## config.mk

```make
export PLATFORM = sky130hd
export DESIGN_NAME = hotkey_sequence_matcher
export DESIGN_NICKNAME = d
export VERILOG_FILES = /design/src/rtl/core/hsm_pkg.sv /design/src/rtl/core/hsm_cmp.sv /design/src/rtl/core/hsm_table.sv /design/src/rtl/core/hotkey_sequence_matcher.sv
export SDC_FILE = /design/constraint.sdc
export NUM_CORES = 2
export LEC_CHECK = 0
export BUFFER_PORTS_ARGS = -buffer_cell sky130_fd_sc_hd__buf_2
export CORE_ASPECT_RATIO = 0.5
export CORE_MARGIN = 1.5
export CORE_UTILIZATION = 45
export DETAILED_ROUTE_END_ITERATION = 8
export PLACE_DENSITY = 0.58
export SLEW_MARGIN = 10
export SYNTH_ARGS = -nofsm -noshare
export SYNTH_HDL_FRONTEND = slang
export SYNTH_HIERARCHICAL = 1
export SYNTH_SLANG_ARGS = --single-unit
```

## constraint.sdc

```tcl
create_clock -name clk_i -period 30.5 [get_ports clk_i]
set_input_delay 1.525 -clock clk_i [delete_from_list [all_inputs] [get_ports clk_i]]
set_output_delay 1.525 -clock clk_i [all_outputs]
set_load 0.05 [all_outputs]
```

## src/rtl/core/hsm_pkg.sv

```systemverilog
package hsm_pkg;

  localparam int TableEntries = 16;
  localparam int MaxSeqKeys   = 4;

  localparam int KeyW  = 29;
  localparam int CodeW = 25;
  localparam int ModW  = 4;
  localparam int LenW  = 3;
  localparam int ActW  = 8;
  localparam int TickW = 16;

  localparam logic [TickW-1:0] TimeoutReset = 16'd1000;

  typedef logic [KeyW-1:0] key_t;

  typedef enum logic [1:0] {
    REQ_KEY   = 2'd0,
    REQ_TICK  = 2'd1,
    REQ_REG   = 2'd2,
    REQ_UNREG = 2'd3
  } req_e;

  typedef enum logic [3:0] {
    ST_NONE      = 4'd0,
    ST_TRIGGERED = 4'd1,
    ST_PARTIAL   = 4'd2,
    ST_REGISTERED = 4'd3,
    ST_EMPTY     = 4'd4,
    ST_CONFLICT  = 4'd5,
    ST_FULL      = 4'd6,
    ST_REMOVED   = 4'd7,
    ST_NOT_FOUND = 4'd8
  } status_e;

  typedef struct packed {
    req_e              req_type;
    logic [CodeW-1:0]  key_code;
    logic              pressed;
    logic [ModW-1:0]   modifiers;
    logic [LenW-1:0]   seq_len;
    key_t              seq_key0;
    key_t              seq_key1;
    key_t              seq_key2;
    key_t              seq_key3;
    logic [ActW-1:0]   action_id;
  } req_t;

  typedef struct packed {
    status_e          status;
    logic             handled;
    logic [ActW-1:0]  matched_action;
    logic [ActW-1:0]  conflict_action;
  } res_t;

  typedef struct packed {
    logic rd_en;
    logic wr_en;
    logic clr_en;
  } tbl_ctrl_t;

  typedef struct packed {
    logic vld;
    logic live;
  } tbl_rsp_t;

  typedef struct packed {
    logic exact;
    logic prefix;
  } cmp_t;

endpackage

```

## src/rtl/core/hsm_cmp.sv

```systemverilog
module hsm_cmp #(
  parameter int MAX_SEQ_KEYS = hsm_pkg::MaxSeqKeys
) (
  input  logic                                 live_i,
  input  logic [hsm_pkg::LenW-1:0]             row_len_i,
  input  hsm_pkg::key_t [MAX_SEQ_KEYS-1:0]     row_keys_i,
  input  logic [hsm_pkg::LenW-1:0]             probe_len_i,
  input  hsm_pkg::key_t [MAX_SEQ_KEYS-1:0]     probe_keys_i,
  output hsm_pkg::cmp_t                        cmp_o
);
  import hsm_pkg::*;

  logic [MAX_SEQ_KEYS-1:0] same;

  // keys at or past the probe length do not take part
  always_comb begin
    for (int i = 0; i < MAX_SEQ_KEYS; i++) begin
      same[i] = (LenW'(i) >= probe_len_i) || (row_keys_i[i] == probe_keys_i[i]);
    end
  end

  assign cmp_o.exact  = live_i && (row_len_i == probe_len_i) && (&same);
  assign cmp_o.prefix = live_i && (row_len_i > probe_len_i) && (&same);

endmodule

```

## src/rtl/core/hsm_table.sv

```systemverilog
module hsm_table #(
  parameter int TABLE_ENTRIES = hsm_pkg::TableEntries,
  parameter int MAX_SEQ_KEYS  = hsm_pkg::MaxSeqKeys,
  localparam int IdxW = (TABLE_ENTRIES > 1) ? $clog2(TABLE_ENTRIES) : 1
) (
  input  logic                              clk_i,
  input  logic                              rst_ni,
  input  hsm_pkg::tbl_ctrl_t                ctrl_i,
  input  logic [IdxW-1:0]                   rd_idx_i,
  input  logic [IdxW-1:0]                   wr_idx_i,
  input  logic [IdxW-1:0]                   clr_idx_i,
  input  logic [hsm_pkg::LenW-1:0]          wr_len_i,
  input  hsm_pkg::key_t [MAX_SEQ_KEYS-1:0]  wr_keys_i,
  input  logic [hsm_pkg::ActW-1:0]          wr_act_i,
  output hsm_pkg::tbl_rsp_t                 rsp_o,
  output logic [IdxW-1:0]                   rsp_idx_o,
  output logic [hsm_pkg::LenW-1:0]          rsp_len_o,
  output hsm_pkg::key_t [MAX_SEQ_KEYS-1:0]  rsp_keys_o,
  output logic [hsm_pkg::ActW-1:0]          rsp_act_o
);
  import hsm_pkg::*;

  localparam int RowW = LenW + MAX_SEQ_KEYS * KeyW + ActW;

  logic [RowW-1:0]          mem_q [TABLE_ENTRIES];
  logic [RowW-1:0]          row_q;
  logic [IdxW-1:0]          idx_q;
  logic [TABLE_ENTRIES-1:0] valid_q;
  logic                     rsp_vld_q;
  logic                     live_q;

  always_ff @(posedge clk_i) begin
    if (ctrl_i.wr_en) begin
      mem_q[wr_idx_i] <= {wr_len_i, wr_keys_i, wr_act_i};
    end
  end

  always_ff @(posedge clk_i) begin
    if (ctrl_i.rd_en) begin
      row_q <= mem_q[rd_idx_i];
      idx_q <= rd_idx_i;
    end
  end

  always_ff @(posedge clk_i or negedge rst_ni) begin
    if (!rst_ni) begin
      valid_q   <= '0;
      rsp_vld_q <= 1'b0;
      live_q    <= 1'b0;
    end else begin
      rsp_vld_q <= ctrl_i.rd_en;
      if (ctrl_i.rd_en) begin
        live_q <= valid_q[rd_idx_i];
      end
      if (ctrl_i.wr_en) begin
        valid_q[wr_idx_i] <= 1'b1;
      end
      if (ctrl_i.clr_en) begin
        valid_q[clr_idx_i] <= 1'b0;
      end
    end
  end

  assign rsp_o.vld  = rsp_vld_q;
  assign rsp_o.live = live_q;
  assign rsp_idx_o  = idx_q;
  assign {rsp_len_o, rsp_keys_o, rsp_act_o} = row_q;

endmodule

```

## src/rtl/core/hotkey_sequence_matcher.sv

```systemverilog
// Hotkey sequence matcher. A request is taken when start is high and busy is low; its
// single result word shows on res_o for exactly one cycle with done_o high, and the
// receiver cannot stall it. Time ticks, key releases, key presses that find the pending
// sequence full, and requests rejected for their length or action show their result the
// cycle after acceptance and leave busy low. All other key presses, register and
// unregister requests walk the shortcut table one entry per cycle through the table's
// single read port; busy stays high while the table is walked and the result is formed,
// so no new request is taken until that result shows. The timeout register may be
// written at any idle time; a value of zero acts as one.
module hotkey_sequence_matcher #(
  parameter int TABLE_ENTRIES = hsm_pkg::TableEntries,
  parameter int MAX_SEQ_KEYS  = hsm_pkg::MaxSeqKeys
) (
  input  logic                       clk_i,
  input  logic                       rst_ni,
  input  logic                       start,
  output logic                       busy,
  input  hsm_pkg::req_t              req_i,
  output logic                       done_o,
  output hsm_pkg::res_t              res_o,
  input  logic                       cfg_we_i,
  input  logic [hsm_pkg::TickW-1:0]  cfg_wdata_i
);
  import hsm_pkg::*;

  localparam int IdxW = (TABLE_ENTRIES > 1) ? $clog2(TABLE_ENTRIES) : 1;
  localparam int CntW = $clog2(TABLE_ENTRIES + 1);

  typedef enum logic [2:0] {
    S_IDLE = 3'b001,
    S_SCAN = 3'b010,
    S_DONE = 3'b100
  } state_e;

  state_e state_q, state_d;
  req_e   op_q, op_d;

  logic [LenW-1:0]  plen_q, plen_d;
  key_t [MAX_SEQ_KEYS-1:0] seq_q, seq_d;
  logic [ActW-1:0]  act_q, act_d;
  logic [CntW-1:0]  iss_q, iss_d;

  logic             hit_q, hit_d;
  logic [IdxW-1:0]  hit_idx_q, hit_idx_d;
  logic [ActW-1:0]  hit_act_q, hit_act_d;
  logic             pre_q, pre_d;
  logic             free_q, free_d;
  logic [IdxW-1:0]  free_idx_q, free_idx_d;

  key_t [MAX_SEQ_KEYS-1:0] pend_q, pend_d;
  logic [LenW-1:0]  pend_cnt_q, pend_cnt_d;
  logic [TickW-1:0] timer_q, timer_d;
  logic [TickW-1:0] ticks_q;

  res_t res_q, res_d;
  logic done_q, done_d;

  key_t [3:0]               in_keys;
  key_t                     new_key;
  logic                     len_ok;
  key_t [MAX_SEQ_KEYS-1:0]  probe_keys;
  logic [LenW-1:0]          probe_len;

  tbl_ctrl_t               tbl_ctrl;
  tbl_rsp_t                tbl_rsp;
  logic [IdxW-1:0]         rsp_idx;
  logic [LenW-1:0]         rsp_len;
  key_t [MAX_SEQ_KEYS-1:0] rsp_keys;
  logic [ActW-1:0]         rsp_act;
  cmp_t                    cmp;

  assign in_keys = {req_i.seq_key3, req_i.seq_key2, req_i.seq_key1, req_i.seq_key0};
  assign new_key = {req_i.modifiers, req_i.key_code};
  assign len_ok  = (req_i.seq_len != '0) && (req_i.seq_len <= LenW'(MAX_SEQ_KEYS));

  assign probe_keys = (op_q == REQ_KEY) ? pend_q : seq_q;
  assign probe_len  = (op_q == REQ_KEY) ? pend_cnt_q : plen_q;

  assign busy   = (state_q != S_IDLE);
  assign done_o = done_q;
  assign res_o  = res_q;

  hsm_table #(
    .TABLE_ENTRIES (TABLE_ENTRIES),
    .MAX_SEQ_KEYS  (MAX_SEQ_KEYS)
  ) u_table (
    .clk_i      (clk_i),
    .rst_ni     (rst_ni),
    .ctrl_i     (tbl_ctrl),
    .rd_idx_i   (iss_q[IdxW-1:0]),
    .wr_idx_i   (free_idx_q),
    .clr_idx_i  (hit_idx_q),
    .wr_len_i   (plen_q),
    .wr_keys_i  (seq_q),
    .wr_act_i   (act_q),
    .rsp_o      (tbl_rsp),
    .rsp_idx_o  (rsp_idx),
    .rsp_len_o  (rsp_len),
    .rsp_keys_o (rsp_keys),
    .rsp_act_o  (rsp_act)
  );

  hsm_cmp #(
    .MAX_SEQ_KEYS (MAX_SEQ_KEYS)
  ) u_cmp (
    .live_i       (tbl_rsp.live),
    .row_len_i    (rsp_len),
    .row_keys_i   (rsp_keys),
    .probe_len_i  (probe_len),
    .probe_keys_i (probe_keys),
    .cmp_o        (cmp)
  );

  always_comb begin
    state_d    = state_q;
    op_d       = op_q;
    plen_d     = plen_q;
    seq_d      = seq_q;
    act_d      = act_q;
    iss_d      = iss_q;
    hit_d      = hit_q;
    hit_idx_d  = hit_idx_q;
    hit_act_d  = hit_act_q;
    pre_d      = pre_q;
    free_d     = free_q;
    free_idx_d = free_idx_q;
    pend_d     = pend_q;
    pend_cnt_d = pend_cnt_q;
    timer_d    = timer_q;
    res_d      = '{status: ST_NONE, handled: 1'b0, matched_action: '0, conflict_action: '0};
    done_d     = 1'b0;
    tbl_ctrl   = '0;

    unique case (state_q)
      S_IDLE: begin
        if (start) begin
          op_d       = req_i.req_type;
          plen_d     = req_i.seq_len;
          act_d      = req_i.action_id;
          iss_d      = '0;
          hit_d      = 1'b0;
          hit_idx_d  = '0;
          hit_act_d  = '0;
          pre_d      = 1'b0;
          free_d     = 1'b0;
          free_idx_d = '0;
          for (int i = 0; i < MAX_SEQ_KEYS; i++) begin
            seq_d[i] = in_keys[i];
          end
          case (req_i.req_type)
            REQ_KEY: begin
              if (!req_i.pressed) begin
                done_d = 1'b1;
              end else if (pend_cnt_q >= LenW'(MAX_SEQ_KEYS)) begin
                pend_d     = '0;
                pend_cnt_d = '0;
                timer_d    = '0;
                done_d     = 1'b1;
              end else begin
                for (int i = 0; i < MAX_SEQ_KEYS; i++) begin
                  if (pend_cnt_q == LenW'(i)) begin
                    pend_d[i] = new_key;
                  end
                end
                pend_cnt_d = pend_cnt_q + LenW'(1);
                timer_d    = (ticks_q == '0) ? TickW'(1) : ticks_q;
                state_d    = S_SCAN;
              end
            end
            REQ_TICK: begin
              if (timer_q != '0) begin
                timer_d = timer_q - TickW'(1);
                if (timer_q == TickW'(1)) begin
                  pend_d     = '0;
                  pend_cnt_d = '0;
                end
              end
              done_d = 1'b1;
            end
            REQ_REG: begin
              if (!len_ok || (req_i.action_id == '0)) begin
                res_d.status = ST_EMPTY;
                done_d       = 1'b1;
              end else begin
                state_d = S_SCAN;
              end
            end
            REQ_UNREG: begin
              if (!len_ok) begin
                res_d.status = ST_NOT_FOUND;
                done_d       = 1'b1;
              end else begin
                state_d = S_SCAN;
              end
            end
            default: begin
              done_d = 1'b1;
            end
          endcase
        end
      end

      S_SCAN: begin
        if (iss_q != CntW'(TABLE_ENTRIES)) begin
          tbl_ctrl.rd_en = 1'b1;
          iss_d          = iss_q + CntW'(1);
        end
        if (tbl_rsp.vld) begin
          if (cmp.exact && !hit_q) begin
            hit_d     = 1'b1;
            hit_idx_d = rsp_idx;
            hit_act_d = rsp_act;
          end
          if (cmp.prefix) begin
            pre_d = 1'b1;
          end
          if (!tbl_rsp.live && !free_q) begin
            free_d     = 1'b1;
            free_idx_d = rsp_idx;
          end
          if (rsp_idx == IdxW'(TABLE_ENTRIES - 1)) begin
            state_d = S_DONE;
          end
        end
      end

      S_DONE: begin
        done_d  = 1'b1;
        state_d = S_IDLE;
        case (op_q)
          REQ_KEY: begin
            if (hit_q) begin
              res_d.status         = ST_TRIGGERED;
              res_d.handled        = 1'b1;
              res_d.matched_action = hit_act_q;
              pend_d               = '0;
              pend_cnt_d           = '0;
              timer_d              = '0;
            end else if (pre_q) begin
              res_d.status  = ST_PARTIAL;
              res_d.handled = 1'b1;
            end else begin
              pend_d     = '0;
              pend_cnt_d = '0;
              timer_d    = '0;
            end
          end
          REQ_REG: begin
            if (hit_q) begin
              if (hit_act_q != act_q) begin
                res_d.status          = ST_CONFLICT;
                res_d.conflict_action = hit_act_q;
              end else begin
                res_d.status = ST_REGISTERED;
              end
            end else if (free_q) begin
              tbl_ctrl.wr_en = 1'b1;
              res_d.status   = ST_REGISTERED;
            end else begin
              res_d.status = ST_FULL;
            end
          end
          REQ_UNREG: begin
            if (hit_q) begin
              tbl_ctrl.clr_en = 1'b1;
              res_d.status    = ST_REMOVED;
            end else begin
              res_d.status = ST_NOT_FOUND;
            end
          end
          default: begin
            res_d.status = ST_NONE;
          end
        endcase
      end

      default: begin
        state_d = S_IDLE;
      end
    endcase
  end

  always_ff @(posedge clk_i or negedge rst_ni) begin
    if (!rst_ni) begin
      state_q    <= S_IDLE;
      op_q       <= REQ_KEY;
      iss_q      <= '0;
      hit_q      <= 1'b0;
      hit_idx_q  <= '0;
      hit_act_q  <= '0;
      pre_q      <= 1'b0;
      free_q     <= 1'b0;
      free_idx_q <= '0;
      pend_q     <= '0;
      pend_cnt_q <= '0;
      timer_q    <= '0;
      ticks_q    <= TimeoutReset;
      done_q     <= 1'b0;
    end else begin
      state_q    <= state_d;
      op_q       <= op_d;
      iss_q      <= iss_d;
      hit_q      <= hit_d;
      hit_idx_q  <= hit_idx_d;
      hit_act_q  <= hit_act_d;
      pre_q      <= pre_d;
      free_q     <= free_d;
      free_idx_q <= free_idx_d;
      pend_q     <= pend_d;
      pend_cnt_q <= pend_cnt_d;
      timer_q    <= timer_d;
      done_q     <= done_d;
      if (cfg_we_i) begin
        ticks_q <= cfg_wdata_i;
      end
    end
  end

  // request payload and result word
  always_ff @(posedge clk_i) begin
    plen_q <= plen_d;
    seq_q  <= seq_d;
    act_q  <= act_d;
    res_q  <= res_d;
  end

endmodule
```

* After elaboration in Yosys (flattened, before gate mapping)
Memory sizes are Yosys's and may differ from the RTL's. A register that Yosys moved wholly into a read port is not among the register bits. Index checks and enable logic that the tools add are counted.
Operators by class: add/subtract/negate cells 3, muxes and demuxes 106, equal/unequal tests 42, order comparisons 12, reductions and logical operators 43, bitwise logic cells 3
Operators with widths (number):
- $mux 116 | 9
- $pmux 116 s2 | 2
- $mux 16 | 10
- $eq 29x29->1 | 4
- $mux 29 | 4
- $pmux 16 s2 | 2
- $mux 3 | 20
- $mux 4 | 9
- $reduce_and 9->1 | 4
- $pmux 4 s2 | 4
- $mux 1 | 24
- $mux 8 | 3
- $ne 3x3->1 const B | 7
- $reduce_and 4->1 | 5
- $pmux 3 s2 | 3
- $and 16x16->16 | 1
- $eq 16x1->1 const B | 1
- $logic_not 16->1 | 1
- $ne 4x4->1 const B | 4
- $not 16->16 | 1
- $or 16x16->16 | 1
- $pmux 8 s2 | 1
- $reduce_and 8->1 | 2
- $reduce_bool 16->1 | 1
- other kinds (43) | 86
Word-level totals: output and inout bits 23, memories 1, bits of input ports 179, bits in registers 351, memory bits (writable) 2032, word-level logic and storage cells 241
Memories:
- u_table.mem_q | words 16, width 127, rd ports 1, clocked after memory_dff 1, write ports 1, line hsm_table.sv:25 | logic [RowW-1:0] mem_q [TABLE_ENTRIES];

* Logic depth before layout (Yosys ltp)
depth in word-level cells 10, depth in mapped cells 15, gate-level depth less buffers 12

* Hierarchy
Netlist, hierarchy kept.
By module, submodules not included:
- hsm_table | seq. area each 65402.7 um2, area an instance 81319.2 um2, cells an instance 3208, times used 1
- hotkey_sequence_matcher | seq. area each 8772.2 um2, area an instance 13992.2 um2, cells an instance 957, times used 1
- hsm_cmp | seq. area each 0.0 um2, area an instance 1380.1 um2, cells an instance 174, times used 1

* Worst setup path after synthesis
OpenSTA, ideal clock, no wires.
path type register -> register, start reg state_q[2], end reg u_table.valid_q[0], setup slack 18816 ps, required time 30403 ps, period minus slack after synthesis 11684 ps, buffers on the path 1, library setup time 97 ps, data arrival time 11587 ps, cell stages (with the launch flop) 8, cell sequence dfrtp_1 nor3b_1 clkbuf_1 nand2_1 nor4_1 or3b_2 nor3_1 o32a_1
RTL lines:
- start, declared | line hotkey_sequence_matcher.sv:35 | state_e state_q, state_d;
- start signal, assigned | line hotkey_sequence_matcher.sv:300 | state_q <= state_d;
- end signal, assigned | line hsm_table.sv:47 | valid_q <= '0;
- end signal, assigned by index | line hsm_table.sv:56 | valid_q[wr_idx_i] <= 1'b1;
- end signal, assigned by index | line hsm_table.sv:59 | valid_q[clr_idx_i] <= 1'b0;
- end, declared | line hsm_table.sv:28 | logic [TABLE_ENTRIES-1:0] valid_q;

==> results.yml <==
setup_path:
  cp_top_family: "simple AND/OR/NAND/NOR gates"
  worstPathCellList: "nor2_4 > buf_4 > buf_12 > buf_4 > mux2_2 > xor2_1 > nor4_1 > nand4_1 > nor4_1 > o21ai_0 > nor3_1 > nand3_1 > o21a_1 > nand2_1 > o21ai_0"
  required_ns: 31.21
  crit_cells: 15
  regToRegEndpoint: "hit_act_q[6]"
  crit_arrival_ns: 6.65
  critPathSlowestCell: "nor4_1"
  path_class: "reg -> reg"
  r2r_slack_ns: 24.56
  path_buf_inv: 3
  r2r_cells: 15
  crit_fanout: 46
  max_stage_delay_ns: 0.92
  startpoint_type: "flip-flop"
  rr_startpoint: "op_q[1]"
  crit_path_end_kind: "flip-flop"
detailed_routing:
  vias: 45900
  final_antenna_net_count: 0
  drc: 0
  dr.pass1.iters: 5
  viasPerCell: 5.95
  routed_wl_mm: 250
  drtIter0Drc: 5272
  wl_per_cell_microns: 32.4
sta:
  rsz0062_at_grt: "false"
  slew_headroom_pct: 15.3
  tightest_slew_ns: 1.27
  fmax_mhz: 168
  fin_worst_skew_ns: 0.0466
  period_share_pct: 19.5
  setup_violations: 0
  fin_hold_ws_ns: 0.489
  tns_ns: 0
  worst_slack_ns: 24.56
  drv_slew: 0
  finalCriticalPeriod_ns: 5.94
  hold_violations: 0
yosys:
  async_flop_share_pct: 7.93
  ys_types: 66
  synth-edff-count: 2290
  syn-num-nets: 4531
  yosysTopAreaCell: "edfxtp_1"
  synth-xor-area-share_pct: 1.16
  synth_top_area_share_pct: 71.1
  yosys.area_share.simple_pct: 1.83
  synth.most_common_cell: "edfxtp_1"
  netlist_instances: 4339
  synth_top_family_by_area: "multiplexers"
  avgSynthCellArea_sq_um: 22.3
  yosys-top-cells-count: "edfxtp_1 (2290), mux4_2 (584), mux2_2 (213)"
  synth_ff_type: "edfxtp_1"
  synth-adder-area-share_pct: 0.168
  yosysWarnings: 6
  netlist_top_cells_area: "edfxtp_1 (71%), mux4_2 (14%), dfrtp_1 (5.0%), mux2_2 (2.5%), xor2_1 (0.63%)"
  ys_ff_latch: 2510
  ys_seq_area_share_pct: 76.7
  synth_area_sq_mm: 0.0967
  synth-compound-area-share_pct: 1.60
  muxShareOfSynthArea_pct: 17.3
final_layout:
  layout-drive-gt1-share_pct: 31.1
  fin_nets: 4841
  final_util_pct: 50.7
  area_growth_pct: 12.1
die:
  start_util_pct: 45.2
  die_h_microns: 331
  core_sq_mm: 0.214
  die_w_microns: 659
  ios: 202
  die_area_sq_mm: 0.218
  rows: 120
placed_design:
  io_buffer_count: 201
  dpl_worst_slack_ns: 24.59
  dpl.hpwl_mm: 132
  gp_congestion: 0.814
clock_network:
  cts-resized-gates: 0
  post_cts_buffers: 0
  hold_buffers: 0
  h-tree-depth: 4
  cts_root_buf: "clkbuf_16"
  cts_sinks: 2510
  clk_path_buf_depth: 4
  cts_buffers: 225
  tritoncts: "yes"
  clk_pin_slew_ns: 0.07
  clock_latency_ns: 0.88
hold_path:
  hp-class: "reg -> reg"
  hold_path_end: "u_table/valid_q[10]"
  holdPathStages: 1
  holdCritStartpoint: "u_table/valid_q[10]"
grt:
  antenna_found_initial: 30
  grt_max_degree: 158
  grt-ovfl-total: 0
  grt.total_usage_pct: 22.9
  grt_pass1_vias: 46700
  grt_pass1_wl_mm: 352
power_and_ir_drop:
  power.total_mw: 8.16
  ir_worst_vdd_mv: 0.0858
  pwr_density_cell_mw_per_mm2: 75.3
  leakage_nw: 34.3
run:
  max_cap_violations: 0
status:
  status: "finished, final reports clean"
metrics by stage:
step / area (sq um) / std cells
finish: 108000 / 7713
global placement: 101000 / 7288
CTS: 108000 / 7700
floorplan: 96700 / 4339
global route: 108000 / 7706
detailed placement: 101000 / 7288
area by class of cell:
cell class                      instances  area, sq um
Clock buffer                          310         6230
Inverter                               21         86.3
Clock inverter                        102          831
Fill cell                           16800       105000
Antenna cell                           12         30.0
Tap cell                             2867         3590
Sequential cell                      2510        74200
Timing Repair Buffer                  291         1880
Multi-Input combinational cell       1600        21600
routing by layer:
layer  GRT usage, %  up-vias  part of all wire (%)
li1               -    18700                     -
met1           33.1    25100                    43
met2           36.1     1760                    47
met3           4.99      302                   8.1
met4           5.36        6                   2.0
met5              0        -                 0.016
flip-flops by register name (all words and copies together), names as in the netlist:
name / flops
done_o: 1
seq_q: 116
u_table/mem_q: 2032
iss_q: 5
pre_q: 1
op_q: 2
u_table/live_q: 1
plen_q: 3
u_table/rsp_idx_o: 4
timer_q: 16
pend_q: 116
u_table/rsp_vld_q: 1
free_q: 1
ticks_q: 16
hit_idx_q: 4
res_o: 21
act_q: 8
hit_act_q: 8
u_table/valid_q: 16
u_table/row_q: 127
pend_cnt_q: 3
state_q: 3
hit_q: 1
free_idx_q: 4
cell families (layout without fill, tap and decap cells):
family,count (synthesis),count (layout)
xor+xnor,128,128
mux,897,897
compound gates,237,237
fa+ha+maj,13,13
flops,2510,2510
other cells,0,12
buf+inv,229,724
simple gates,325,325
worst max path at each step:
stage	from	end	slack, ns
finish	op_q[1]	hit_act_q[6]	24.56
global route	op_q[1]	hit_act_q[1]	24.27
CTS	iss_q[0]	u_table/row_q[75]	24.58
detailed placement	iss_q[0]	u_table/row_q[75]	24.59
global placement	iss_q[0]	u_table/row_q[87]	24.71
floorplan	state_q[2]	u_table/valid_q[0]	18.82
report_power, final:
part	switching, mW	internal [mW]
clock network	1.24	1.53
logic	0.618	0.675
registers	0.170	3.93
total	2.02	6.14
cells in the final DEF, fill, tap and decap left out, types with 21 or more instances in the layout:
| cell type | Yosys | layout |
|---|---|---|
| clkinv_1 | 0 | 32 |
| mux2_4 | 40 | 40 |
| buf_4 | 29 | 75 |
| mux2i_1 | 60 | 60 |
| xor2_1 | 69 | 69 |
| xnor2_1 | 59 | 58 |
| a211oi_1 | 57 | 57 |
| buf_2 | 56 | 200 |
| nor2b_1 | 57 | 57 |
| nor2_1 | 52 | 38 |
| clkinv_2 | 0 | 49 |
| mux2_2 | 213 | 213 |
| o21ai_0 | 38 | 38 |
| dfxtp_1 | 21 | 21 |
| mux4_2 | 584 | 584 |
| clkbuf_16 | 0 | 229 |
| nand2_1 | 56 | 56 |
| a21oi_1 | 79 | 79 |
| dfrtp_1 | 192 | 188 |
| and2_1 | 47 | 47 |
| edfxtp_1 | 2290 | 2290 |
| clkbuf_1 | 102 | 61 |
| nor4_1 | 25 | 22 |
(Power assumes the default switching activity.)
